[src/sv/fcrl_pkg.sv]
`timescale 1ns / 1ps
`default_nettype none
// ----------------------------------------------------------------------------
// fcrl_pkg
// Shared types, codes and defaults of the flash counter record log.
// ----------------------------------------------------------------------------
package fcrl_pkg;

    localparam int DEF_PAGE_BYTES   = 1024;
    localparam int DEF_NUM_COUNTERS = 5;

    // results kept per item, and a count wide enough to hold that number
    localparam int MAX_RESULTS = 16;
    localparam int RES_CNT_W   = $clog2(MAX_RESULTS + 1);

    localparam int QUEUE_DEPTH = 2;

    // input kind codes
    localparam logic [1:0] KIND_RESTORE = 2'd0;
    localparam logic [1:0] KIND_NOTIFY  = 2'd1;
    localparam logic [1:0] KIND_FLUSH   = 2'd2;

    // result op codes
    localparam logic [1:0] OP_PROGRAM  = 2'd0;
    localparam logic [1:0] OP_ERASE    = 2'd1;
    localparam logic [1:0] OP_RESTORED = 2'd2;
    localparam logic [1:0] OP_SCAN_END = 2'd3;

    // record header fields
    localparam logic [7:0] ID_ERASED = 8'hff;
    localparam logic [7:0] LEN_SHORT = 8'd2;
    localparam logic [7:0] LEN_LONG  = 8'd4;

    typedef enum logic [1:0] {
        CMD_RESTORE = 2'd0,
        CMD_NOTIFY  = 2'd1,
        CMD_FLUSH   = 2'd2
    } cmd_kind_t;

    typedef struct packed {
        cmd_kind_t   kind;
        logic [15:0] page_word;
        logic [2:0]  counter_index;
        logic [31:0] new_value;
    } cmd_t;

    typedef struct packed {
        logic [1:0]  op;
        logic [10:0] offset;
        logic [15:0] data_word;
        logic [2:0]  restored_index;
        logic [31:0] restored_value;
        logic        last;
    } result_t;

    typedef enum logic [1:0] {
        PH_HEADER = 2'd0,
        PH_SHORT  = 2'd1,
        PH_HIGH   = 2'd2,
        PH_LOW    = 2'd3
    } phase_t;

endpackage
`default_nettype wire

[src/sv/fcrl_if.sv]
`timescale 1ns / 1ps
`default_nettype none
// ----------------------------------------------------------------------------
// fcrl_in_if / fcrl_out_if
// Valid/ready channels for input items and result items.
// ----------------------------------------------------------------------------
interface fcrl_in_if;
    logic        valid;
    logic        ready;
    logic [1:0]  kind;
    logic [15:0] page_word;
    logic [2:0]  counter_index;
    logic [31:0] new_value;

    modport source (output valid, kind, page_word, counter_index, new_value, input ready);
    modport sink   (input valid, kind, page_word, counter_index, new_value, output ready);
endinterface

interface fcrl_out_if;
    logic        valid;
    logic        ready;
    logic [1:0]  op;
    logic [10:0] offset;
    logic [15:0] data_word;
    logic [2:0]  restored_index;
    logic [31:0] restored_value;
    logic        last;

    modport source (output valid, op, offset, data_word, restored_index, restored_value, last,
                    input ready);
    modport sink   (input valid, op, offset, data_word, restored_index, restored_value, last,
                    output ready);
endinterface
`default_nettype wire

[src/sv/fcrl_front.sv]
`timescale 1ns / 1ps
`default_nettype none
// ----------------------------------------------------------------------------
// fcrl_front
// Accepts input items, drops unknown kinds and notifies of counters that do not exist, registers the command.
// ----------------------------------------------------------------------------
module fcrl_front #(
    parameter int NUM_COUNTERS = fcrl_pkg::DEF_NUM_COUNTERS
) (
    input  wire logic         clk,
    input  wire logic         rst_n,
    fcrl_in_if.sink           item_in,
    output logic              cmd_valid,
    output fcrl_pkg::cmd_t    cmd,
    input  wire logic         cmd_ready
);

    logic           valid_reg;
    logic           valid_next;
    fcrl_pkg::cmd_t cmd_reg;
    fcrl_pkg::cmd_t cmd_next;
    logic           keep;
    logic           take;

    assign item_in.ready = !valid_reg || cmd_ready;
    assign take          = item_in.valid && item_in.ready;
    assign cmd_valid     = valid_reg;
    assign cmd           = cmd_reg;

    always_comb
    begin
        cmd_next.kind          = fcrl_pkg::CMD_RESTORE;
        cmd_next.page_word     = item_in.page_word;
        cmd_next.counter_index = item_in.counter_index;
        cmd_next.new_value     = item_in.new_value;
        keep                   = 1'b0;
        case (item_in.kind)
            fcrl_pkg::KIND_RESTORE:
            begin
                cmd_next.kind = fcrl_pkg::CMD_RESTORE;
                keep          = 1'b1;
            end
            fcrl_pkg::KIND_NOTIFY:
            begin
                cmd_next.kind = fcrl_pkg::CMD_NOTIFY;
                // notify of a counter that does not exist is dropped here
                keep          = (32'(item_in.counter_index) < NUM_COUNTERS);
            end
            fcrl_pkg::KIND_FLUSH:
            begin
                cmd_next.kind = fcrl_pkg::CMD_FLUSH;
                keep          = 1'b1;
            end
            default:
            begin
                keep = 1'b0;
            end
        endcase
    end

    always_comb
    begin
        valid_next = valid_reg && !cmd_ready;
        if (take)
        begin
            valid_next = keep;
        end
    end

    always_ff @(posedge clk or negedge rst_n)
    begin
        if (!rst_n)
        begin
            valid_reg <= 1'b0;
        end
        else
        begin
            valid_reg <= valid_next;
        end
    end

    always_ff @(posedge clk)
    begin
        if (take)
        begin
            cmd_reg <= cmd_next;
        end
    end

endmodule
`default_nettype wire

[src/sv/fcrl_queue.sv]
`timescale 1ns / 1ps
`default_nettype none
// ----------------------------------------------------------------------------
// fcrl_queue
// Short command queue between the front and the back.
// ----------------------------------------------------------------------------
module fcrl_queue (
    input  wire logic            clk,
    input  wire logic            rst_n,
    input  wire logic            push_valid,
    input  wire fcrl_pkg::cmd_t  push_cmd,
    output logic                 push_ready,
    output logic                 pop_valid,
    output fcrl_pkg::cmd_t       pop_cmd,
    input  wire logic            pop_ready
);

    localparam int DEPTH = fcrl_pkg::QUEUE_DEPTH;
    localparam int PTR_W = (DEPTH > 1) ? $clog2(DEPTH) : 1;
    localparam int CNT_W = $clog2(DEPTH + 1);

    fcrl_pkg::cmd_t   slot_reg [DEPTH];
    logic [PTR_W-1:0] wr_ptr_reg;
    logic [PTR_W-1:0] wr_ptr_next;
    logic [PTR_W-1:0] rd_ptr_reg;
    logic [PTR_W-1:0] rd_ptr_next;
    logic [CNT_W-1:0] count_reg;
    logic [CNT_W-1:0] count_next;
    logic             do_push;
    logic             do_pop;

    assign push_ready = (count_reg != CNT_W'(DEPTH));
    assign pop_valid  = (count_reg != '0);
    assign pop_cmd    = slot_reg[rd_ptr_reg];
    assign do_push    = push_valid && push_ready;
    assign do_pop     = pop_valid && pop_ready;

    always_comb
    begin
        wr_ptr_next = wr_ptr_reg;
        rd_ptr_next = rd_ptr_reg;
        count_next  = count_reg;
        if (do_push)
        begin
            wr_ptr_next = (wr_ptr_reg == PTR_W'(DEPTH - 1)) ? '0 : wr_ptr_reg + 1'b1;
        end
        if (do_pop)
        begin
            rd_ptr_next = (rd_ptr_reg == PTR_W'(DEPTH - 1)) ? '0 : rd_ptr_reg + 1'b1;
        end
        if (do_push && !do_pop)
        begin
            count_next = count_reg + 1'b1;
        end
        else if (do_pop && !do_push)
        begin
            count_next = count_reg - 1'b1;
        end
    end

    always_ff @(posedge clk or negedge rst_n)
    begin
        if (!rst_n)
        begin
            wr_ptr_reg <= '0;
            rd_ptr_reg <= '0;
            count_reg  <= '0;
        end
        else
        begin
            wr_ptr_reg <= wr_ptr_next;
            rd_ptr_reg <= rd_ptr_next;
            count_reg  <= count_next;
        end
    end

    always_ff @(posedge clk)
    begin
        if (do_push)
        begin
            slot_reg[wr_ptr_reg] <= push_cmd;
        end
    end

endmodule
`default_nettype wire

[src/sv/fcrl_back.sv]
`timescale 1ns / 1ps
`default_nettype none
// ----------------------------------------------------------------------------
// fcrl_back
// Sequencer that parses restore words, stores notifies and runs flushes,
// with a one-result hold so the last flag lands on the final result.
// ----------------------------------------------------------------------------
module fcrl_back #(
    parameter int PAGE_BYTES   = fcrl_pkg::DEF_PAGE_BYTES,
    parameter int NUM_COUNTERS = fcrl_pkg::DEF_NUM_COUNTERS
) (
    input  wire logic            clk,
    input  wire logic            rst_n,
    input  wire logic            cmd_valid,
    input  wire fcrl_pkg::cmd_t  cmd,
    output logic                 cmd_ready,
    fcrl_out_if.source           res_out
);

    localparam int OFS_W = $clog2(PAGE_BYTES + 6 * NUM_COUNTERS + 1);
    localparam int SP_W  = $clog2(6 * NUM_COUNTERS + 1);
    localparam int IDX_W = (NUM_COUNTERS > 1) ? $clog2(NUM_COUNTERS) : 1;
    localparam logic [IDX_W-1:0] LAST_IDX = IDX_W'(NUM_COUNTERS - 1);

    typedef enum logic [8:0] {
        S_IDLE    = 9'b000000001,
        S_RESTORE = 9'b000000010,
        S_FINISH  = 9'b000000100,
        S_SUM     = 9'b000001000,
        S_CHECK   = 9'b000010000,
        S_HDR     = 9'b000100000,
        S_HI      = 9'b001000000,
        S_LO      = 9'b010000000,
        S_END     = 9'b100000000
    } state_t;

    state_t                         state_reg;
    state_t                         state_next;
    fcrl_pkg::cmd_t                 cmd_reg;
    logic [31:0]                    values_reg [NUM_COUNTERS];
    logic [31:0]                    values_next [NUM_COUNTERS];
    logic [NUM_COUNTERS-1:0]        flags_reg;
    logic [NUM_COUNTERS-1:0]        flags_next;
    logic [OFS_W-1:0]               wo_reg;
    logic [OFS_W-1:0]               wo_next;
    fcrl_pkg::phase_t               phase_reg;
    fcrl_pkg::phase_t               phase_next;
    logic                           scanning_reg;
    logic                           scanning_next;
    logic [IDX_W-1:0]               pending_reg;
    logic [IDX_W-1:0]               pending_next;
    logic [15:0]                    high_reg;
    logic [15:0]                    high_next;
    logic [IDX_W-1:0]               walk_reg;
    logic [IDX_W-1:0]               walk_next;
    logic [SP_W-1:0]                space_reg;
    logic [SP_W-1:0]                space_next;

    fcrl_pkg::result_t              out_reg;
    fcrl_pkg::result_t              out_next;
    logic                           out_valid_reg;
    logic                           out_valid_next;
    fcrl_pkg::result_t              hold_reg;
    fcrl_pkg::result_t              hold_next;
    logic                           hold_valid_reg;
    logic                           hold_valid_next;
    logic [fcrl_pkg::RES_CNT_W-1:0] res_cnt_reg;
    logic [fcrl_pkg::RES_CNT_W-1:0] res_cnt_next;

    logic                           step_ok;
    logic                           emit_req;
    fcrl_pkg::result_t              emit_res;
    logic                           end_req;
    logic [7:0]                     hdr_id;
    logic [7:0]                     hdr_len;
    logic [OFS_W-1:0]               wo_short;
    logic [OFS_W-1:0]               wo_long;
    logic [31:0]                    walk_value;
    logic                           walk_big;
    logic                           page_full;

    assign step_ok    = !out_valid_reg || res_out.ready;
    assign cmd_ready  = (state_reg == S_IDLE);
    assign hdr_id     = cmd_reg.page_word[15:8];
    assign hdr_len    = cmd_reg.page_word[7:0];
    assign wo_short   = wo_reg + OFS_W'(2);
    assign wo_long    = wo_reg + OFS_W'(4);
    assign walk_value = values_reg[walk_reg];
    assign walk_big   = (walk_value[31:16] != 16'h0000);
    assign page_full  = ({1'b0, wo_reg} + (OFS_W + 1)'(space_reg)) > (OFS_W + 1)'(PAGE_BYTES);

    always_comb
    begin
        state_next    = state_reg;
        values_next   = values_reg;
        flags_next    = flags_reg;
        wo_next       = wo_reg;
        phase_next    = phase_reg;
        scanning_next = scanning_reg;
        pending_next  = pending_reg;
        high_next     = high_reg;
        walk_next     = walk_reg;
        space_next    = space_reg;
        emit_req      = 1'b0;
        emit_res      = '0;
        end_req       = 1'b0;

        case (state_reg)
            S_IDLE:
            begin
                if (cmd_valid)
                begin
                    case (cmd.kind)
                        fcrl_pkg::CMD_RESTORE:
                        begin
                            state_next = S_RESTORE;
                        end
                        fcrl_pkg::CMD_NOTIFY:
                        begin
                            values_next[IDX_W'(cmd.counter_index)] = cmd.new_value;
                            flags_next[IDX_W'(cmd.counter_index)]  = 1'b1;
                        end
                        fcrl_pkg::CMD_FLUSH:
                        begin
                            walk_next  = '0;
                            space_next = '0;
                            state_next = S_SUM;
                        end
                        default:
                        begin
                            state_next = S_IDLE;
                        end
                    endcase
                end
            end

            S_RESTORE:
            begin
                if (step_ok)
                begin
                    if (!scanning_reg)
                    begin
                        state_next = S_END;
                    end
                    else
                    begin
                        case (phase_reg)
                            fcrl_pkg::PH_HEADER:
                            begin
                                if (wo_reg >= OFS_W'(PAGE_BYTES))
                                begin
                                    state_next = S_FINISH;
                                end
                                else if (hdr_id == fcrl_pkg::ID_ERASED ||
                                         32'(hdr_id) >= NUM_COUNTERS)
                                begin
                                    state_next = S_FINISH;
                                end
                                else
                                begin
                                    wo_next      = wo_short;
                                    pending_next = IDX_W'(hdr_id);
                                    if (hdr_len == fcrl_pkg::LEN_SHORT)
                                    begin
                                        phase_next = fcrl_pkg::PH_SHORT;
                                        state_next = S_END;
                                    end
                                    else if (hdr_len == fcrl_pkg::LEN_LONG)
                                    begin
                                        phase_next = fcrl_pkg::PH_HIGH;
                                        state_next = S_END;
                                    end
                                    else
                                    begin
                                        state_next = S_FINISH;
                                    end
                                end
                            end
                            fcrl_pkg::PH_SHORT:
                            begin
                                wo_next                    = wo_short;
                                values_next[pending_reg]   = {16'h0000, cmd_reg.page_word};
                                emit_req                   = 1'b1;
                                emit_res.op                = fcrl_pkg::OP_RESTORED;
                                emit_res.restored_index    = 3'(pending_reg);
                                emit_res.restored_value    = {16'h0000, cmd_reg.page_word};
                                phase_next                 = fcrl_pkg::PH_HEADER;
                                state_next = (wo_short >= OFS_W'(PAGE_BYTES)) ? S_FINISH : S_END;
                            end
                            fcrl_pkg::PH_HIGH:
                            begin
                                high_next  = cmd_reg.page_word;
                                phase_next = fcrl_pkg::PH_LOW;
                                state_next = S_END;
                            end
                            default:
                            begin
                                wo_next                    = wo_long;
                                values_next[pending_reg]   = {high_reg, cmd_reg.page_word};
                                emit_req                   = 1'b1;
                                emit_res.op                = fcrl_pkg::OP_RESTORED;
                                emit_res.restored_index    = 3'(pending_reg);
                                emit_res.restored_value    = {high_reg, cmd_reg.page_word};
                                phase_next                 = fcrl_pkg::PH_HEADER;
                                state_next = (wo_long >= OFS_W'(PAGE_BYTES)) ? S_FINISH : S_END;
                            end
                        endcase
                    end
                end
            end

            S_FINISH:
            begin
                if (step_ok)
                begin
                    scanning_next   = 1'b0;
                    phase_next      = fcrl_pkg::PH_HEADER;
                    emit_req        = 1'b1;
                    emit_res.op     = fcrl_pkg::OP_SCAN_END;
                    emit_res.offset = 11'(wo_reg);
                    state_next      = S_END;
                end
            end

            S_SUM:
            begin
                if (flags_reg[walk_reg])
                begin
                    space_next = space_reg + (walk_big ? SP_W'(6) : SP_W'(4));
                end
                if (walk_reg == LAST_IDX)
                begin
                    state_next = S_CHECK;
                end
                else
                begin
                    walk_next = walk_reg + 1'b1;
                end
            end

            S_CHECK:
            begin
                if (step_ok)
                begin
                    walk_next  = '0;
                    state_next = S_HDR;
                    if (page_full)
                    begin
                        wo_next     = '0;
                        flags_next  = '1;
                        emit_req    = 1'b1;
                        emit_res.op = fcrl_pkg::OP_ERASE;
                    end
                end
            end

            S_HDR:
            begin
                if (step_ok)
                begin
                    if (flags_reg[walk_reg])
                    begin
                        flags_next[walk_reg] = 1'b0;
                        emit_req             = 1'b1;
                        emit_res.op          = fcrl_pkg::OP_PROGRAM;
                        emit_res.offset      = 11'(wo_reg);
                        emit_res.data_word   = {8'(walk_reg),
                                                walk_big ? fcrl_pkg::LEN_LONG
                                                         : fcrl_pkg::LEN_SHORT};
                        wo_next              = wo_short;
                        state_next           = walk_big ? S_HI : S_LO;
                    end
                    else if (walk_reg == LAST_IDX)
                    begin
                        state_next = S_END;
                    end
                    else
                    begin
                        walk_next = walk_reg + 1'b1;
                    end
                end
            end

            S_HI:
            begin
                if (step_ok)
                begin
                    emit_req           = 1'b1;
                    emit_res.op        = fcrl_pkg::OP_PROGRAM;
                    emit_res.offset    = 11'(wo_reg);
                    emit_res.data_word = walk_value[31:16];
                    wo_next            = wo_short;
                    state_next         = S_LO;
                end
            end

            S_LO:
            begin
                if (step_ok)
                begin
                    emit_req           = 1'b1;
                    emit_res.op        = fcrl_pkg::OP_PROGRAM;
                    emit_res.offset    = 11'(wo_reg);
                    emit_res.data_word = walk_value[15:0];
                    wo_next            = wo_short;
                    if (walk_reg == LAST_IDX)
                    begin
                        state_next = S_END;
                    end
                    else
                    begin
                        walk_next  = walk_reg + 1'b1;
                        state_next = S_HDR;
                    end
                end
            end

            S_END:
            begin
                if (step_ok)
                begin
                    end_req    = 1'b1;
                    state_next = S_IDLE;
                end
            end

            default:
            begin
                state_next = S_IDLE;
            end
        endcase
    end

    // result hold: a result moves on to the output when the next one arrives
    // or when the item ends, which is when it gets its last flag
    always_comb
    begin
        out_next        = out_reg;
        out_valid_next  = out_valid_reg && !res_out.ready;
        hold_next       = hold_reg;
        hold_valid_next = hold_valid_reg;
        res_cnt_next    = res_cnt_reg;
        if (emit_req && res_cnt_reg < fcrl_pkg::RES_CNT_W'(fcrl_pkg::MAX_RESULTS))
        begin
            if (hold_valid_reg)
            begin
                out_next       = hold_reg;
                out_valid_next = 1'b1;
            end
            hold_next       = emit_res;
            hold_valid_next = 1'b1;
            res_cnt_next    = res_cnt_reg + 1'b1;
        end
        if (end_req)
        begin
            if (hold_valid_reg)
            begin
                out_next       = hold_reg;
                out_next.last  = 1'b1;
                out_valid_next = 1'b1;
            end
            hold_valid_next = 1'b0;
            res_cnt_next    = '0;
        end
    end

    assign res_out.valid          = out_valid_reg;
    assign res_out.op             = out_reg.op;
    assign res_out.offset         = out_reg.offset;
    assign res_out.data_word      = out_reg.data_word;
    assign res_out.restored_index = out_reg.restored_index;
    assign res_out.restored_value = out_reg.restored_value;
    assign res_out.last           = out_reg.last;

    always_ff @(posedge clk or negedge rst_n)
    begin
        if (!rst_n)
        begin
            state_reg      <= S_IDLE;
            for (int i = 0; i < NUM_COUNTERS; i++)
            begin
                values_reg[i] <= '0;
            end
            flags_reg      <= '0;
            wo_reg         <= '0;
            phase_reg      <= fcrl_pkg::PH_HEADER;
            scanning_reg   <= 1'b1;
            pending_reg    <= '0;
            high_reg       <= '0;
            walk_reg       <= '0;
            space_reg      <= '0;
            out_valid_reg  <= 1'b0;
            hold_valid_reg <= 1'b0;
            res_cnt_reg    <= '0;
        end
        else
        begin
            state_reg      <= state_next;
            values_reg     <= values_next;
            flags_reg      <= flags_next;
            wo_reg         <= wo_next;
            phase_reg      <= phase_next;
            scanning_reg   <= scanning_next;
            pending_reg    <= pending_next;
            high_reg       <= high_next;
            walk_reg       <= walk_next;
            space_reg      <= space_next;
            out_valid_reg  <= out_valid_next;
            hold_valid_reg <= hold_valid_next;
            res_cnt_reg    <= res_cnt_next;
        end
    end

    always_ff @(posedge clk)
    begin
        out_reg  <= out_next;
        hold_reg <= hold_next;
        if (cmd_valid && cmd_ready)
        begin
            cmd_reg <= cmd;
        end
    end

endmodule
`default_nettype wire

[src/sv/flash_counter_record_log_top.sv]
`timescale 1ns / 1ps
`default_nettype none
// ----------------------------------------------------------------------------
// flash_counter_record_log_top
// Counter record log in one flash page: startup scan, notify, flush.
//
//   channel   dir  handshake     payload
//   item_in   in   valid/ready   kind, page_word, counter_index, new_value
//   res_out   out  valid/ready   op, offset, data_word, restored_index,
//                                restored_value, last
//
// an item passes the front register and the queue, then the back sequencer
// takes it: a notify finishes in the cycle it is taken, a restore word passes
// the restore and end states, with the finish state between them when it ends
// the scan; a flush sums the space, erases a full page, then programs each
// dirty counter; the sequencer makes at most one result per cycle and stalls while the
// output register is full; the front keeps taking items until the queue fills
// reset loads all control state and counter values at once, no clearing pass
// ----------------------------------------------------------------------------
module flash_counter_record_log_top #(
    parameter int PAGE_BYTES   = fcrl_pkg::DEF_PAGE_BYTES,
    parameter int NUM_COUNTERS = fcrl_pkg::DEF_NUM_COUNTERS
) (
    input  wire logic  clk,
    input  wire logic  rst_n,
    fcrl_in_if.sink    item_in,
    fcrl_out_if.source res_out
);

    logic           front_valid;
    fcrl_pkg::cmd_t front_cmd;
    logic           front_ready;
    logic           back_valid;
    fcrl_pkg::cmd_t back_cmd;
    logic           back_ready;

    fcrl_front #(
        .NUM_COUNTERS (NUM_COUNTERS)
    ) u_front (
        .clk       (clk),
        .rst_n     (rst_n),
        .item_in   (item_in),
        .cmd_valid (front_valid),
        .cmd       (front_cmd),
        .cmd_ready (front_ready)
    );

    fcrl_queue u_queue (
        .clk        (clk),
        .rst_n      (rst_n),
        .push_valid (front_valid),
        .push_cmd   (front_cmd),
        .push_ready (front_ready),
        .pop_valid  (back_valid),
        .pop_cmd    (back_cmd),
        .pop_ready  (back_ready)
    );

    fcrl_back #(
        .PAGE_BYTES   (PAGE_BYTES),
        .NUM_COUNTERS (NUM_COUNTERS)
    ) u_back (
        .clk       (clk),
        .rst_n     (rst_n),
        .cmd_valid (back_valid),
        .cmd       (back_cmd),
        .cmd_ready (back_ready),
        .res_out   (res_out)
    );

endmodule
`default_nettype wire

[src/flat_wrapper.sv]
// flat-port wrapper written by rule: the top's interface ports become plain ports
module flash_counter_record_log_top_flat 
#(
    parameter int PAGE_BYTES   = fcrl_pkg::DEF_PAGE_BYTES,
    parameter int NUM_COUNTERS = fcrl_pkg::DEF_NUM_COUNTERS
)
  (clk, rst_n, item_in_valid, item_in_kind, item_in_page_word, item_in_counter_index, item_in_new_value, item_in_ready, res_out_valid, res_out_op, res_out_offset, res_out_data_word, res_out_restored_index, res_out_restored_value, res_out_last, res_out_ready);
  fcrl_in_if item_in_i ();
  fcrl_out_if res_out_i ();
  input  wire logic clk;
  input  wire logic rst_n;
  input wire logic [$bits(item_in_i.valid)-1:0] item_in_valid;
  input wire logic [$bits(item_in_i.kind)-1:0] item_in_kind;
  input wire logic [$bits(item_in_i.page_word)-1:0] item_in_page_word;
  input wire logic [$bits(item_in_i.counter_index)-1:0] item_in_counter_index;
  input wire logic [$bits(item_in_i.new_value)-1:0] item_in_new_value;
  output wire logic [$bits(item_in_i.ready)-1:0] item_in_ready;
  output wire logic [$bits(res_out_i.valid)-1:0] res_out_valid;
  output wire logic [$bits(res_out_i.op)-1:0] res_out_op;
  output wire logic [$bits(res_out_i.offset)-1:0] res_out_offset;
  output wire logic [$bits(res_out_i.data_word)-1:0] res_out_data_word;
  output wire logic [$bits(res_out_i.restored_index)-1:0] res_out_restored_index;
  output wire logic [$bits(res_out_i.restored_value)-1:0] res_out_restored_value;
  output wire logic [$bits(res_out_i.last)-1:0] res_out_last;
  input wire logic [$bits(res_out_i.ready)-1:0] res_out_ready;
  assign item_in_i.valid = item_in_valid;
  assign item_in_i.kind = item_in_kind;
  assign item_in_i.page_word = item_in_page_word;
  assign item_in_i.counter_index = item_in_counter_index;
  assign item_in_i.new_value = item_in_new_value;
  assign item_in_ready = item_in_i.ready;
  assign res_out_valid = res_out_i.valid;
  assign res_out_op = res_out_i.op;
  assign res_out_offset = res_out_i.offset;
  assign res_out_data_word = res_out_i.data_word;
  assign res_out_restored_index = res_out_i.restored_index;
  assign res_out_restored_value = res_out_i.restored_value;
  assign res_out_last = res_out_i.last;
  assign res_out_i.ready = res_out_ready;
  flash_counter_record_log_top #(.PAGE_BYTES(PAGE_BYTES), .NUM_COUNTERS(NUM_COUNTERS)) u_core (.clk(clk), .rst_n(rst_n), .item_in(item_in_i), .res_out(res_out_i));
endmodule
[config.mk]
export PLATFORM = sky130hd
export DESIGN_NAME = flash_counter_record_log_top_flat
export DESIGN_NICKNAME = d
export VERILOG_FILES = /design/src/sv/fcrl_pkg.sv /design/src/sv/fcrl_if.sv /design/src/sv/fcrl_front.sv /design/src/sv/fcrl_queue.sv /design/src/sv/fcrl_back.sv /design/src/sv/flash_counter_record_log_top.sv /design/src/flat_wrapper.sv
export SDC_FILE = /design/constraint.sdc
export NUM_CORES = 1
export LEC_CHECK = 0
export ABC_CLOCK_PERIOD_IN_PS = 7100
export BUFFER_PORTS_ARGS = -buffer_cell sky130_fd_sc_hd__buf_2
export CORE_AREA = 10 10 210 212
export CTS_CLUSTER_SIZE = 16
export DETAILED_ROUTE_END_ITERATION = 8
export DIE_AREA = 0 0 220 222
export HOLD_SLACK_MARGIN = 0.1
export PLACE_DENSITY_LB_ADDON = 0.15
export SYNTH_ARGS = -nofsm -noshare
export SYNTH_HDL_FRONTEND = slang
export SYNTH_SLANG_ARGS = --single-unit
[constraint.sdc]
create_clock -name clk -period 7.1 [get_ports clk]
set_input_delay 1.42 -clock clk [delete_from_list [all_inputs] [get_ports clk]]
set_output_delay 1.42 -clock clk [all_outputs]
set_load 0.005 [all_outputs]
# Yosys cells after proc, flatten, opt, wreduce, memory -nomap -nowiden
# Memory sizes are Yosys's and may differ from the RTL's.
# Index checks and enable logic that the tools add are counted.
# W data, S select, Z words.
dict set report op_classes {
  add_sub_neg 10
  shift 0
  magnitude_cmp 16
  n_div 0
  n_mux 131
  n_eq_ne 44
  n_bitwise 8
  n_reduce_logical 49
  n_mul 0
}
# op n
set ops {}
lappend ops {{$mux W160} 4}
lappend ops {{$pmux W160 S2} 2}
lappend ops {{$bwmux W160} 3}
lappend ops {{$mux W65} 4}
lappend ops {{$demux W32 S3} 2}
lappend ops {{$mux W9} 19}
lappend ops {{$mux W32} 4}
lappend ops {{$mux W27} 4}
lappend ops {{$mux W11} 9}
lappend ops {{$bmux W32 S3} 1}
lappend ops {{$pmux W11 S4} 2}
lappend ops {{$pmux W9 S9} 1}
lappend ops {{$pmux W35 S2} 1}
lappend ops {{$mux W5} 11}
lappend ops {{$pmux W9 S3} 2}
lappend ops {{$pmux W16 S3} 1}
lappend ops {{$ne A2 B2 Y1 const B} 20}
lappend ops {{$ge A11 B11 Y1 const B} 3}
lappend ops {{$pmux W11 S3} 1}
lappend ops {{$mux W2} 13}
lappend ops {{$mux W1} 25}
lappend ops {{$mux W3} 8}
lappend ops {{$reduce_and A11 Y1} 2}
lappend ops {{$reduce_and A7 Y1} 3}
lappend ops {{other kinds (66)} 113}
dict set report totals {
  memories 1
  latchBits 0
  mem_bits_ro 0
  output_inout_bits 67
  in_bits 57
  reg_bits 425
  mem_bits_rw 106
}
# memory words width read_ports rd_ports_with_merged_regs write_ports line_no
set mem_list {}
lappend mem_list {u_core.u_queue.slot_reg 2 53 1 0 1 fcrl_queue.sv:22} ;# fcrl_pkg::cmd_t slot_reg [DEPTH];

# Depth between registers and ports, before layout
# Gate-level depths: netlist of the first run.
dict set report logic_depth {
  depth_word 10
  ltp_mapped 14
  mapped_depth_nobuf 11
}

# Modules after synthesis
# A second synthesis of the first run with hierarchy kept.
dict set report unflattened {
  cells_unflattened 2039
  area_unflattened_um2 24329.6
}
# module cells_per_inst area_each_um2 n_inst
set modules_own_cells {}
lappend modules_own_cells {fcrl_back 1787 18313.8 1}
lappend modules_own_cells {fcrl_queue 183 4269.1 1}
lappend modules_own_cells {fcrl_front 69 1746.7 1}

# Least setup slack after synthesis of the first run
# OpenSTA, ideal clock, no wires.
dict set report synth_timing {
  path_type {input-to-reg}
  from {in res_out_ready}
  to {reg u_core.u_back.out_reg (netlist bit u_core.u_back.res_out.data_word[0]) (enable)}
  setup_slack_ps 1721
  setup_time_ps 420
  arrival_time_ps 4959
  required_ps 6680
  path_stages 6
  n_path_buf 1
  cell_sequence {nand2b_1 > clkbuf_1 > nand4_1 > a31oi_4 > nor2b_2 > inv_1}
}
dict set report synth_between {
  elab_chain_cells 7
  elab_cells_between_ends 11
}
# item line_no
set synth_lines {}
lappend synth_lines {{from (decl)} flat_wrapper.sv:25} ;# input wire logic [$bits(res_out_i.ready)-1:0] res_out_ready;
lappend synth_lines {{$logic_or A1 B1 Y1 *} fcrl_back.sv:82} ;# assign step_ok = !out_valid_reg || res_out.ready;
lappend synth_lines {{$mux W1, on equally long branches} --}
lappend synth_lines {{$pmux W1 S4} fcrl_back.sv:108} ;# case (state_reg)
lappend synth_lines {{$logic_and A1 B1 Y1} fcrl_back.sv:343} ;# if (emit_req && res_cnt_reg < fcrl_pkg::RES_CNT_W'(fcrl_pkg::MAX_RESULTS))
lappend synth_lines {{$mux W65} fcrl_back.sv:343}
lappend synth_lines {{$mux W65} fcrl_back.sv:356} ;# if (hold_valid_reg)
lappend synth_lines {{$mux W65 *} fcrl_back.sv:354} ;# if (end_req)
lappend synth_lines {{to (signal assigned)} fcrl_back.sv:416} ;# out_reg <= out_next;
lappend synth_lines {{to (decl)} fcrl_back.sv:59} ;# fcrl_pkg::result_t out_reg;
# Mark *: on every way between the ends. The rest lies on a longest branch, timed or not.
# A chain may end at the register's enable or synchronous reset.

# Worst setup path after layout of the first run
dict set report layout_timing {
  from {reg u_core.u_back.walk_reg[2]}
  to {reg u_core.u_back.out_reg (netlist bit u_core.u_back.res_out.restored_value[12]) (enable)}
}
dict set report layout_between {
  elab_chain_cells 9
}
# item line_no
set layout_lines {}
lappend layout_lines {{from (decl)} fcrl_back.sv:54} ;# logic [IDX_W-1:0] walk_reg;
lappend layout_lines {{from (signal assigned)} fcrl_back.sv:406} ;# walk_reg <= walk_next;
lappend layout_lines {{$bmux W1 S3 *} fcrl_back.sv:261} ;# if (flags_reg[walk_reg])
lappend layout_lines {{$mux W1 (implied by the code) *} fcrl_back.sv:261}
lappend layout_lines {{$mux W1 *} fcrl_back.sv:261}
lappend layout_lines {{$mux W1 *} fcrl_back.sv:259} ;# if (step_ok)
lappend layout_lines {{$pmux W1 S4 *} fcrl_back.sv:108}
lappend layout_lines {{$logic_and A1 B1 Y1 *} fcrl_back.sv:343}
lappend layout_lines {{$mux W65 *} fcrl_back.sv:343}
lappend layout_lines {{$mux W65} fcrl_back.sv:356}
lappend layout_lines {{$mux W65 *} fcrl_back.sv:354}
# Mark *: on every way between the ends. The rest lies on a longest branch, timed or not. The select of a mux whose other input is x is not followed.

==> qor.yml, run 1 <==
logic_synthesis:
  synthXorXnorAreaFrac_pct: 0.4018
  synth-simple-area-share_pct: 10.87
  synth_top_family_by_area: "compound AO/OA/AOI/OAI gates"
  synth_mux_area_share_pct: 8.668
  syn_nets: 2056
  yosys.area_share.adder_pct: 0.8872
  syn_area_um2: 23980
  ys_async_sr_fraction_pct: 42.53
  ys_ff_latch: 529
  synth_edf_count: 304
  synth_ff_type: "edfxtp_1"
  seq_area_frac_synth_pct: 61.57
  syn_avg_cell_area_um2: 12.10
  synthTopCellsByArea: "edfxtp_1 (38%), dfrtp_1 (23%), a22oi_1 (5.6%)"
  yosysTopAreaCellShare_pct: 38.08
  synth_cell_type_count: 82
  yosysTopAreaCell: "edfxtp_1"
  yosysWarnings: 0
  synthCells: 1982
  synth_compound_area_share_pct: 14.53
clock_network:
  clock_sinks: 529
  cts_hold_buffers: 0
  htreeDepth: 2
  clkSlewWorstSetupHoldPaths_ns: 0.06
  post_cts_buffers: 0
  cts_tree: "done"
  clk_latency_ns: 0.61
  cts_buffers: 52
  clk_root_buffer_cell: "clkbuf_16"
  clockBufferDepth: 3
  cts_resized: 0
worst_setup_path:
  worstPathRequired_ns: 7.33
  worstSetupPathType: "reg -> reg"
  start_kind: "flop"
  worst_ep_arrival_time_ns: 4.48
  reg2reg_from: "u_core.u_back.walk_reg[2]$_DFFE_PN0P_"
  crit_start: "u_core.u_back.walk_reg[2]$_DFFE_PN0P_"
  cp-end-kind: "flop"
  path_max_fanout: 42
timing:
  period_share_pct: 59.90
  fin_skew_ns: 0.02256
  timing.slew.headroom_pct: 12.74
  post-route-min-period_ns: 4.253
  worstMarginPinSlew_ns: 1.303
  holdWs_ns: 0.4401
  rsz0062_at_grt: "no"
  final-setup-viol-count: 0
  max_freq_mhz: 235.2
  tns_ns: 0
  finalMaxSlewViolations: 0
  finalHoldViolations: 0
finish:
  num_antenna_cells: 0
  nFillCells: 2970
  syn_to_final_growth_pct: 11.07
  largest_reg_flops: 160
  final_common_cell: "edfxtp_1"
  nets: 2111
  final_layout_size_suffix_gt1_share_pct: 15.91
  layout_common_cells: "edfxtp_1 (304), o21ai_0 (221), dfrtp_1 (220)"
place:
  io_buffers: 123
  place_congestion: 0.8933
  post-dp-hpwl_um: 37920
status:
  status: "complete, no violations"
pwr:
  power.leakage_uw: 0.009998
  cellPowerDensity_nw_per_um2: 338.9
  ir_drop_v: 0.0002496
floorplanning:
  core_region_area_um2: 39640
  rows: 73
  initial_core_util_pct: 60.48
  die_h_um: 222
  ios: 124
  die_w_um: 220
  die_area_um2: 48840
drt:
  drt_iter0_markers: 1966
  vias_per_cell: 6.297
  wl_per_cell_um: 22.76
  vias: 16404
  ant_nets: 0
  firstDrtPassIters: 6
  routed_wl_um: 59300
  drcViolationCount: 0
global_route:
  grt_pass1_vias: 16366
  grt-ovfl-total: 0
  grt_usage_pct: 24.24
  antenna_found_initial: 1
  grt_max_degree: 151
  grt_pass1_wl_um: 93670
min_path:
  hold_start: "u_core.u_front.cmd[7]$_DFFE_PP_"
  hold_path.class: "reg -> reg"
flow_run:
  cap_violations: 0
## critical path, stage by stage, from the launching register on
cell and delay [ns]:
dfrtp_1 0.32, buf_4 0.33, nor2b_1 0.86, a221oi_1 0.36, nor3_4 0.51, o21ai_4 0.16, a31oi_4 0.23, nor2b_4 0.06
inv_2 0.42, buf_4 0.57
## cells by family (layout without fill, tap and decap cells)
kind of cell / after synthesis / in the layout
other cells: 1 / 1
fa+ha+maj: 17 / 17
simple gates: 526 / 526
xor+xnor: 11 / 11
compound gates: 539 / 539
buf+inv: 174 / 272
flops: 529 / 529
mux: 185 / 185
## area by class of cell
class	count	area [um^2]	share of cell area, %
clock inverter	31	295.3	1.109
tap	525	656.9	2.467
timing repair buffer	150	839.6	3.153
inverter	25	93.84	0.3524
clock buffer	66	1384	5.196
sequential	529	14770	55.45
multi-input combinational	1279	8593	32.27
## where the power goes
group | internal [uW] | leakage, uW | switching, uW | total, uW
clock network | 1560 | 0.000830 | 1160 | 2720
logic | 730 | 0.00308 | 1280 | 2020
registers | 3810 | 0.00609 | 479 | 4290
## stage by stage
step	setup slack, ns	util, %	cells	total power [uW]	area, um^2
floorplan	1.721	-	1982	5563	23980
global placement	2.923	62.94	2508	6226	24950
detailed placement	2.846	62.94	2508	6316	24950
CTS	2.868	67.18	2605	9040	26630
global route	2.572	67.18	2605	9460	26630
finish	2.847	67.18	2605	9025	26630
## worst paths after layout
kind	to	slack (ns)	cells after the start
max in group asynchronous	u_core.u_queue.rd_ptr_reg$_DFFE_PN0P_	5.00	2
worst max-delay path	u_core.u_back.res_out.restored_value[12]$_DFFE_PP_	2.85	9
worst min-delay path	u_core.u_queue.slot_reg[1][7]$_DFFE_PP_	0.44	0
min in group asynchronous	u_core.u_back.wo_reg[8]$_DFFE_PN0P_	0.84	1
worst min register to register	u_core.u_queue.slot_reg[1][7]$_DFFE_PP_	0.44	0
worst max register to register	u_core.u_back.res_out.restored_value[12]$_DFFE_PP_	2.85	9
## routing by layer
metal / share of wire (%) / vias up / routed length [um] / global-route usage, %
met3: 7.6 / 119 / 4522 / 4.707
li1: - / 7493 / - / -
met1: 41 / 8125 / 24400 / 32.75
met5: 0.022 / - / 13 / 0
met4: 4.2 / 2 / 2484 / 10.44
met2: 47 / 665 / 27880 / 37.55
## cell usage after synthesis, drive strengths merged (14+ instances only)
cell type,n
inv,25
mux2,41
nand3,17
a22oi,178
dfrtp,223
and3,20
nand4,14
a211oi,15
nor3,20
nor2b,14
clkbuf,115
o21ai,225
and2,47
nand2,196
buf,34
nor2,148
mux2i,130
ha,17
a21oi,33
o22ai,15
edfxtp,304
mux4,14
No activity file was read; power rests on OpenSTA's default activity.
==> inputs of run 2 (changes only) <==
--- a/config.mk
+++ b/config.mk
@@ -5,12 +5,13 @@
 export SDC_FILE = /design/constraint.sdc
 export NUM_CORES = 1
 export LEC_CHECK = 0
-export ABC_CLOCK_PERIOD_IN_PS = 7100
+export ABC_AREA = 1
+export ABC_CLOCK_PERIOD_IN_PS = 3700
 export BUFFER_PORTS_ARGS = -buffer_cell sky130_fd_sc_hd__buf_2
-export CORE_AREA = 10 10 210 212
+export CORE_AREA = 10 10 222 224
 export CTS_CLUSTER_SIZE = 16
 export DETAILED_ROUTE_END_ITERATION = 8
-export DIE_AREA = 0 0 220 222
+export DIE_AREA = 0 0 232 234
 export HOLD_SLACK_MARGIN = 0.1
 export PLACE_DENSITY_LB_ADDON = 0.15
 export SYNTH_ARGS = -nofsm -noshare
==> constraint.sdc (replaced) <==
create_clock -name clk -period 3.7 [get_ports clk]
set_input_delay 0.74 -clock clk [delete_from_list [all_inputs] [get_ports clk]]
set_output_delay 0.74 -clock clk [all_outputs]
set_load 0.005 [all_outputs]
==> qor.yml, run 2 <==
finish:
  final_common_cell: "nand2_1"
  num_antenna_cells: 0  # unchanged
  nets: 2738  # +30%
  largest_reg_flops: 160  # unchanged
  stdcell_count: 3306  # +27%
  final_layout_size_suffix_gt1_share_pct: 13.97  # -1.9 points
  layout_common_cells: "nand2_1 (602), edfxtp_1 (304), inv_1 (229)"
  postLayoutCellArea_um2: 27990  # +5.1%
  syn_to_final_growth_pct: 12.83
  nFillCells: 3795  # +28%
  fin_util_pct: 62.34  # -4.8 points
worst_setup_path:
  worst_ep_arrival_time_ns: 3.72  # -0.76 ns
  cp-end-kind: "flop"
  cp_slowest_cell: "dfrtp_1"
  path_max_fanout: 17  # -60%
  worstSetupPathType: "reg -> reg"
  worstPathRequired_ns: 4.22  # -3.11 ns
  crit_buf_inv: 3  # unchanged
  start_kind: "flop"
  critPathTopFamily: "simple AND/OR/NAND/NOR gates"
  reg2regPathDepth: 13  # +4
  cp.depth: 13  # +4
  max_stage_delay_ns: 0.58  # -0.28 ns
  cp_cell_sequence: "inv_1 > nand3_1 > inv_1 > nand2_1 > o2111ai_1 > nor2_1 > nand2_1 > nor2_1 > nand2_1 > ha_1 > inv_1 > ha_1 > o31ai_1"
timing:
  final-setup-viol-count: 0  # unchanged
  timing.slew.headroom_pct: 23.77  # +11 points
  max_freq_mhz: 312.9  # +33%
  finalHoldViolations: 0  # unchanged
  rsz0062_at_grt: "no"
  finalMaxSlewViolations: 0  # unchanged
  tns_ns: 0  # unchanged
  worstMarginPinSlew_ns: 1.143  # -0.1599 ns
  period_share_pct: 86.37  # +26 points
  holdWs_ns: 0.1477  # -0.2924 ns
  fin_skew_ns: 0.02197  # -0.0005894 ns
  post-route-min-period_ns: 3.196  # -1.057 ns
place:
  dpl_cell_area_um2: 26210  # +5.0%
  io_buffers: 123  # unchanged
  placed_cells: 3208  # +28%
  post-dp-hpwl_um: 49600  # +31%
  place_congestion: 0.9525  # +6.6%
floorplanning:
  initial_core_util_pct: 55.25  # -5.2 points
  rows: 78  # +6.8%
  die_h_um: 234  # +5.4%
  die_area_um2: 54290  # +11%
  ios: 124  # unchanged
  core_region_area_um2: 44890  # +13%
  die_w_um: 232  # +5.5%
flow_run:
  cap_violations: 0  # unchanged
logic_synthesis:
  ys_top_cells_by_count: "nand2_1 (605), edfxtp_1 (304), inv_1 (231)"
  synth_cell_type_count: 55  # -33%
  synth_ff_type: "edfxtp_1"
  seq_area_frac_synth_pct: 59.51  # -2.1 points
  synthCells: 2542  # +28%
  yosysWarnings: 0  # unchanged
  syn_avg_cell_area_um2: 9.758  # -19%
  yosysMostFrequentCell: "nand2_1"
  syn_area_um2: 24800  # +3.5%
  synthTopCellsByArea: "edfxtp_1 (37%), dfrtp_1 (22%), nand2_1 (9.2%)"
  yosysTopAreaCell: "edfxtp_1"
  synth_edf_count: 304  # unchanged
  ys_ff_latch: 529  # unchanged
  ys_async_sr_fraction_pct: 42.53  # unchanged
  yosysTopAreaCellShare_pct: 36.80  # -1.3 points
  syn_nets: 2616  # +27%
clock_network:
  cts_resized: 0  # unchanged
  htreeDepth: 2  # unchanged
  clock_sinks: 529  # unchanged
  clk_latency_ns: 0.63  # +0.02 ns
  cts_buffers: 54  # +3.8%
  clk_root_buffer_cell: "clkbuf_16"
  cts_hold_buffers: 0  # unchanged
  post_cts_buffers: 0  # unchanged
  cts_tree: "done"
  clkSlewWorstSetupHoldPaths_ns: 0.07  # about the same
  clockBufferDepth: 3  # unchanged
drt:
  routed_wl_um: 71790  # +21%
  firstDrtPassIters: 9  # +3
  vias_per_cell: 5.844  # -7.2%
  drcViolationCount: 0  # unchanged
  ant_nets: 0  # unchanged
  wl_per_cell_um: 21.72  # -4.6%
  vias: 19319  # +18%
  drt_iter0_markers: 2587  # +32%
global_route:
  grt-ovfl-total: 0  # unchanged
  grt_pass1_wl_um: 111500  # +19%
  grt_max_degree: 85  # -44%
  grt_usage_pct: 26.39  # +2.1 points
  antenna_found_initial: 0  # -1
  grt_pass1_vias: 18786  # +15%
status:
  status: "complete, no violations"
pwr:
  ir_drop_v: 0.0004569  # +83%
  cellPowerDensity_nw_per_um2: 759.4  # +120%
  power.leakage_uw: 0.01172  # +17%
min_path:
  hold_path.class: "in -> async"
-- run 2: logic make-up (layout without fill, tap and decap cells) --
kind of cell,count (synthesis),in the layout,synth area share (%)
other,1,1,0.01512
buffers and inverters,395,559,6.507
AOI/OAI and AO/OA,587,587,14.10
and+or+nand+nor,925,925,15.56
DFF,529,529,59.51
xor gates and xnor gates,21,21,0.7415
muxes,67,67,2.704
adders and majority gates,17,17,0.8575
-- run 2: metal layers --
metal	vias up	track usage, %	share of wire, %
li1	8946	-	-
met1	9233	36.76	43
met2	979	40.08	44
met3	161	6.490	9.9
met4	0	8.658	3.1
met5	-	0	0
-- run 2: worst paths after layout --
kind / startpoint / endpoint / slack, ns
setup / recovery: u_core.u_back.walk_reg[0]$_DFFE_PN0P_ / u_core.u_back.space_reg[2]$_DFFE_PN0P_ / 0.50
hold / removal: rst_n / u_core.u_back.wo_reg[2]$_DFFE_PN0P_ / 0.15
setup reg to reg: u_core.u_back.walk_reg[0]$_DFFE_PN0P_ / u_core.u_back.space_reg[2]$_DFFE_PN0P_ / 0.50
hold reg to reg: u_core.u_front.cmd[24]$_DFFE_PP_ / u_core.u_queue.slot_reg[0][24]$_DFFE_PP_ / 0.44
max in group asynchronous: rst_n / u_core.u_back.values_reg[39]$_DFFE_PN0P_ / 2.58
min in group clk: item_in_new_value[23] / u_core.u_front.cmd[23]$_DFFE_PP_ / 0.28
-- run 2: power by group --
group,switching (uW),internal [uW]
clock,2340,3190
combinational,4960,2040
sequential,1020,7700
total,8320,12900
-- run 2: layout make-up --
cell class,count,area [um^2],share of cell area (%)
Clock buffer,68,1404,5.016
Clock inverter,30,377.9,1.350
Sequential cell,529,14770,52.76
Tap cell,600,750.7,2.682
Multi-Input combinational cell,1618,8468,30.26
Timing Repair Buffer,190,1204,4.301
Inverter,271,1017,3.635
-- run 2: through the flow --
step | total power [uW] | setup slack, ns
global route | 22400 | 0.2611
CTS | 21200 | 0.5538
detailed placement | 15610 | 0.5678
global placement | 15460 | 0.6281
floorplan | 13150 | 0.2692
finish | 21250 | 0.5045
-- run 2: worst reg2reg max path, delay by kind of cell (launching register included) --
| family | cells | cell delay [ns] |
|---|---|---|
| buffers and inverters | 3 | 0.56 |
| AOI/OAI and AO/OA | 2 | 0.49 |
| DFF | 1 | 0.58 |
| adders and majority gates | 2 | 0.47 |
| and+or+nand+nor | 6 | 0.98 |
==> inputs of run 3 (changes only) <==
--- a/config.mk
+++ b/config.mk
@@ -14,6 +14,8 @@
 export DIE_AREA = 0 0 232 234
 export HOLD_SLACK_MARGIN = 0.1
 export PLACE_DENSITY_LB_ADDON = 0.15
+export REMOVE_ABC_BUFFERS = 1
+export SLEW_MARGIN = 30
 export SYNTH_ARGS = -nofsm -noshare
 export SYNTH_HDL_FRONTEND = slang
 export SYNTH_SLANG_ARGS = --single-unit
==> qor.yml, run 3 (same netlist as run 2, synthesis figures left out) <==
worst_setup_path:
  start_kind: "flop"
  worstSetupPathType: "reg -> reg"
  worstPathRequired_ns: 4.21  # about the same
  path_max_fanout: 14  # -3
  cp_slowest_cell: "dfrtp_1"
  cp_cell_sequence: "inv_1 > nand3_1 > inv_1 > buf_4 > a22oi_1 > nand2_1 > nor2_1 > nand2_1 > nor2_1 > nand2_1 > ha_1 > o21ai_0 > xor2_1 > o31ai_1"
  path_common_cell: "nand2_1"
  max_stage_delay_ns: 0.58  # about the same
  cp-end-kind: "flop"
  worst_ep_arrival_time_ns: 3.69  # -0.03 ns
global_route:
  grt-ovfl-total: 0  # unchanged
  grt_pass1_vias: 18765  # -0.11%
  antenna_found_initial: 3  # +3
  grt_usage_pct: 24.70  # -1.7 points
  grt_pass1_wl_um: 106100  # -4.8%
  grt_max_degree: 105  # +24%
place:
  io_buffers: 123  # unchanged
  place_congestion: 0.9489  # -0.38%
  post-dp-hpwl_um: 46520  # -6.2%
  preCtsSetupSlack_ns: 0.5710  # +0.003174 ns
timing:
  post-route-min-period_ns: 3.187  # -0.008758 ns
  timing.slew.headroom_pct: 45.04  # +21 points
  period_share_pct: 86.13  # -0.24 points
  worstMarginPinSlew_ns: 0.8168  # -0.3266 ns
  fin_ws_ns: 0.5133  # +0.008758 ns
  final-setup-viol-count: 0  # unchanged
  finalMaxSlewViolations: 0  # unchanged
  holdWs_ns: 0.3048  # +0.1571 ns
  rsz0062_at_grt: "no"
  fin_skew_ns: 0.02023  # -0.001736 ns
  finalHoldViolations: 0  # unchanged
  max_freq_mhz: 313.8  # +0.27%
finish:
  syn_to_final_growth_pct: 13.02
  layout_common_cells: "nand2_1 (602), edfxtp_1 (304), inv_1 (229)"
  nets: 2735  # -0.11%
  largest_reg_flops: 160  # unchanged
  final_common_cell: "nand2_1"
  final_layout_size_suffix_gt1_share_pct: 13.96  # about the same
pwr:
  ir_drop_v: 0.0005165  # +13%
  cellPowerDensity_nw_per_um2: 751.6  # -1.0%
  power.leakage_uw: 0.01175  # +0.20%
drt:
  ant_nets: 0  # unchanged
  drt_iter0_markers: 2029  # -22%
  routed_wl_um: 68030  # -5.2%
  drcViolationCount: 0  # unchanged
  vias_per_cell: 5.836  # -0.14%
  firstDrtPassIters: 6  # -3
  wl_per_cell_um: 20.57  # -5.3%
  vias: 19304  # -0.078%
floorplanning:
  ios: 124  # unchanged
  rows: 78  # unchanged
  die_h_um: 234  # unchanged
  core_region_area_um2: 44890  # unchanged
  initial_core_util_pct: 55.25  # unchanged
  die_w_um: 232  # unchanged
  die_area_um2: 54290  # unchanged
clock_network:
  clock_sinks: 529  # unchanged
  clockBufferDepth: 3  # unchanged
  cts_buffers: 54  # unchanged
  htreeDepth: 2  # unchanged
  cts_tree: "done"
  post_cts_buffers: 0  # unchanged
  clk_root_buffer_cell: "clkbuf_16"
  clk_latency_ns: 0.62  # about the same
  clkSlewWorstSetupHoldPaths_ns: 0.06  # about the same
status:
  status: "complete, no violations"
min_path:
  hold_path.class: "in -> reg"
flow_run:
  cap_violations: 0  # unchanged
-- run 3: cell count changes in the layout (fill, tap and decap cells not counted), moves of 2 or more --
cell	before	now
clkinv_2	9	11
buf_4	61	53
clkinv_4	0	4
buf_12	6	10
-- run 3: worst paths after layout --
kind / start / to / slack, ns / depth (start not counted)
setup / recovery: u_core.u_back.walk_reg[0]$_DFFE_PN0P_ / u_core.u_back.space_reg[4]$_DFFE_PN0P_ / 0.51 / 14
hold / removal: item_in_new_value[2] / u_core.u_front.cmd[2]$_DFFE_PP_ / 0.30 / 1
setup reg to reg: u_core.u_back.walk_reg[0]$_DFFE_PN0P_ / u_core.u_back.space_reg[4]$_DFFE_PN0P_ / 0.51 / 14
hold reg to reg: u_core.u_front.cmd[12]$_DFFE_PP_ / u_core.u_queue.slot_reg[0][12]$_DFFE_PP_ / 0.44 / 0
max in group asynchronous: rst_n / u_core.u_back.wo_reg[5]$_DFFE_PN0P_ / 2.22 / 3
min in group asynchronous: rst_n / u_core.u_back.hold_valid_reg$_DFFE_PN0P_ / 0.54 / 2
-- run 3: routing by layer --
metal / share of wire, % / global-route usage (%) / vias to the layer above
met2: 45 / 38.73 / 868
met4: 2.6 / 8.250 / 2
met5: 0.019 / 0 / -
met3: 8.9 / 4.798 / 142
met1: 43 / 34.14 / 9322
li1: - / - / 8970
-- run 3: stage by stage --
stage | utilization [%] | setup TNS (ns) | cells | power [uW] | area [um^2]
after floorplan | - | -223.48 | 2418 | 12880 | 24210
after global placement | 58.41 | 0 | 3204 | 15340 | 26220
after detailed placement | 58.41 | 0 | 3204 | 15500 | 26220
after CTS | 62.44 | 0 | 3307 | 21050 | 28030
after global routing | 62.44 | 0 | 3307 | 22200 | 28030
final | 62.44 | 0 | 3308 | 21070 | 28030
-- run 3: critical path, delay by kind of cell (launching register included) --
kind	cells	cell delay, ns
XOR/XNOR	1	0.10
buffers and inverters	3	0.71
AO/OA/AOI/OAI	3	0.63
flip-flops	1	0.58
AND/OR/NAND/NOR	6	0.81
adder cells (fa/ha/maj)	1	0.24
-- run 3: cell type report --
cell class / instances / area [um^2]
fillers: 3743 / 16860
flip-flops and latches: 529 / 14770
multi-input cells: 1618 / 8464
clock buffers: 69 / 1439
repair buffers: 187 / 1234
inverters: 271 / 1020
well taps: 600 / 750.7
clock inverters: 33 / 357.8
diodes: 1 / 2.502
-- run 3: report_power, final --
part           leakage, uW  internal, uW  total, uW  switching (uW)
Combinational      0.00498          2050       6940            4890
Sequential         0.00590          7700       8610             913
Clock             0.000876          3190       5520            2320
-- run 3: repair_timing --
item | CTS | global route
resized for setup | 0 | 0
endpoints found under the hold margin | 18 | 0
hold buffers | 1 | 0
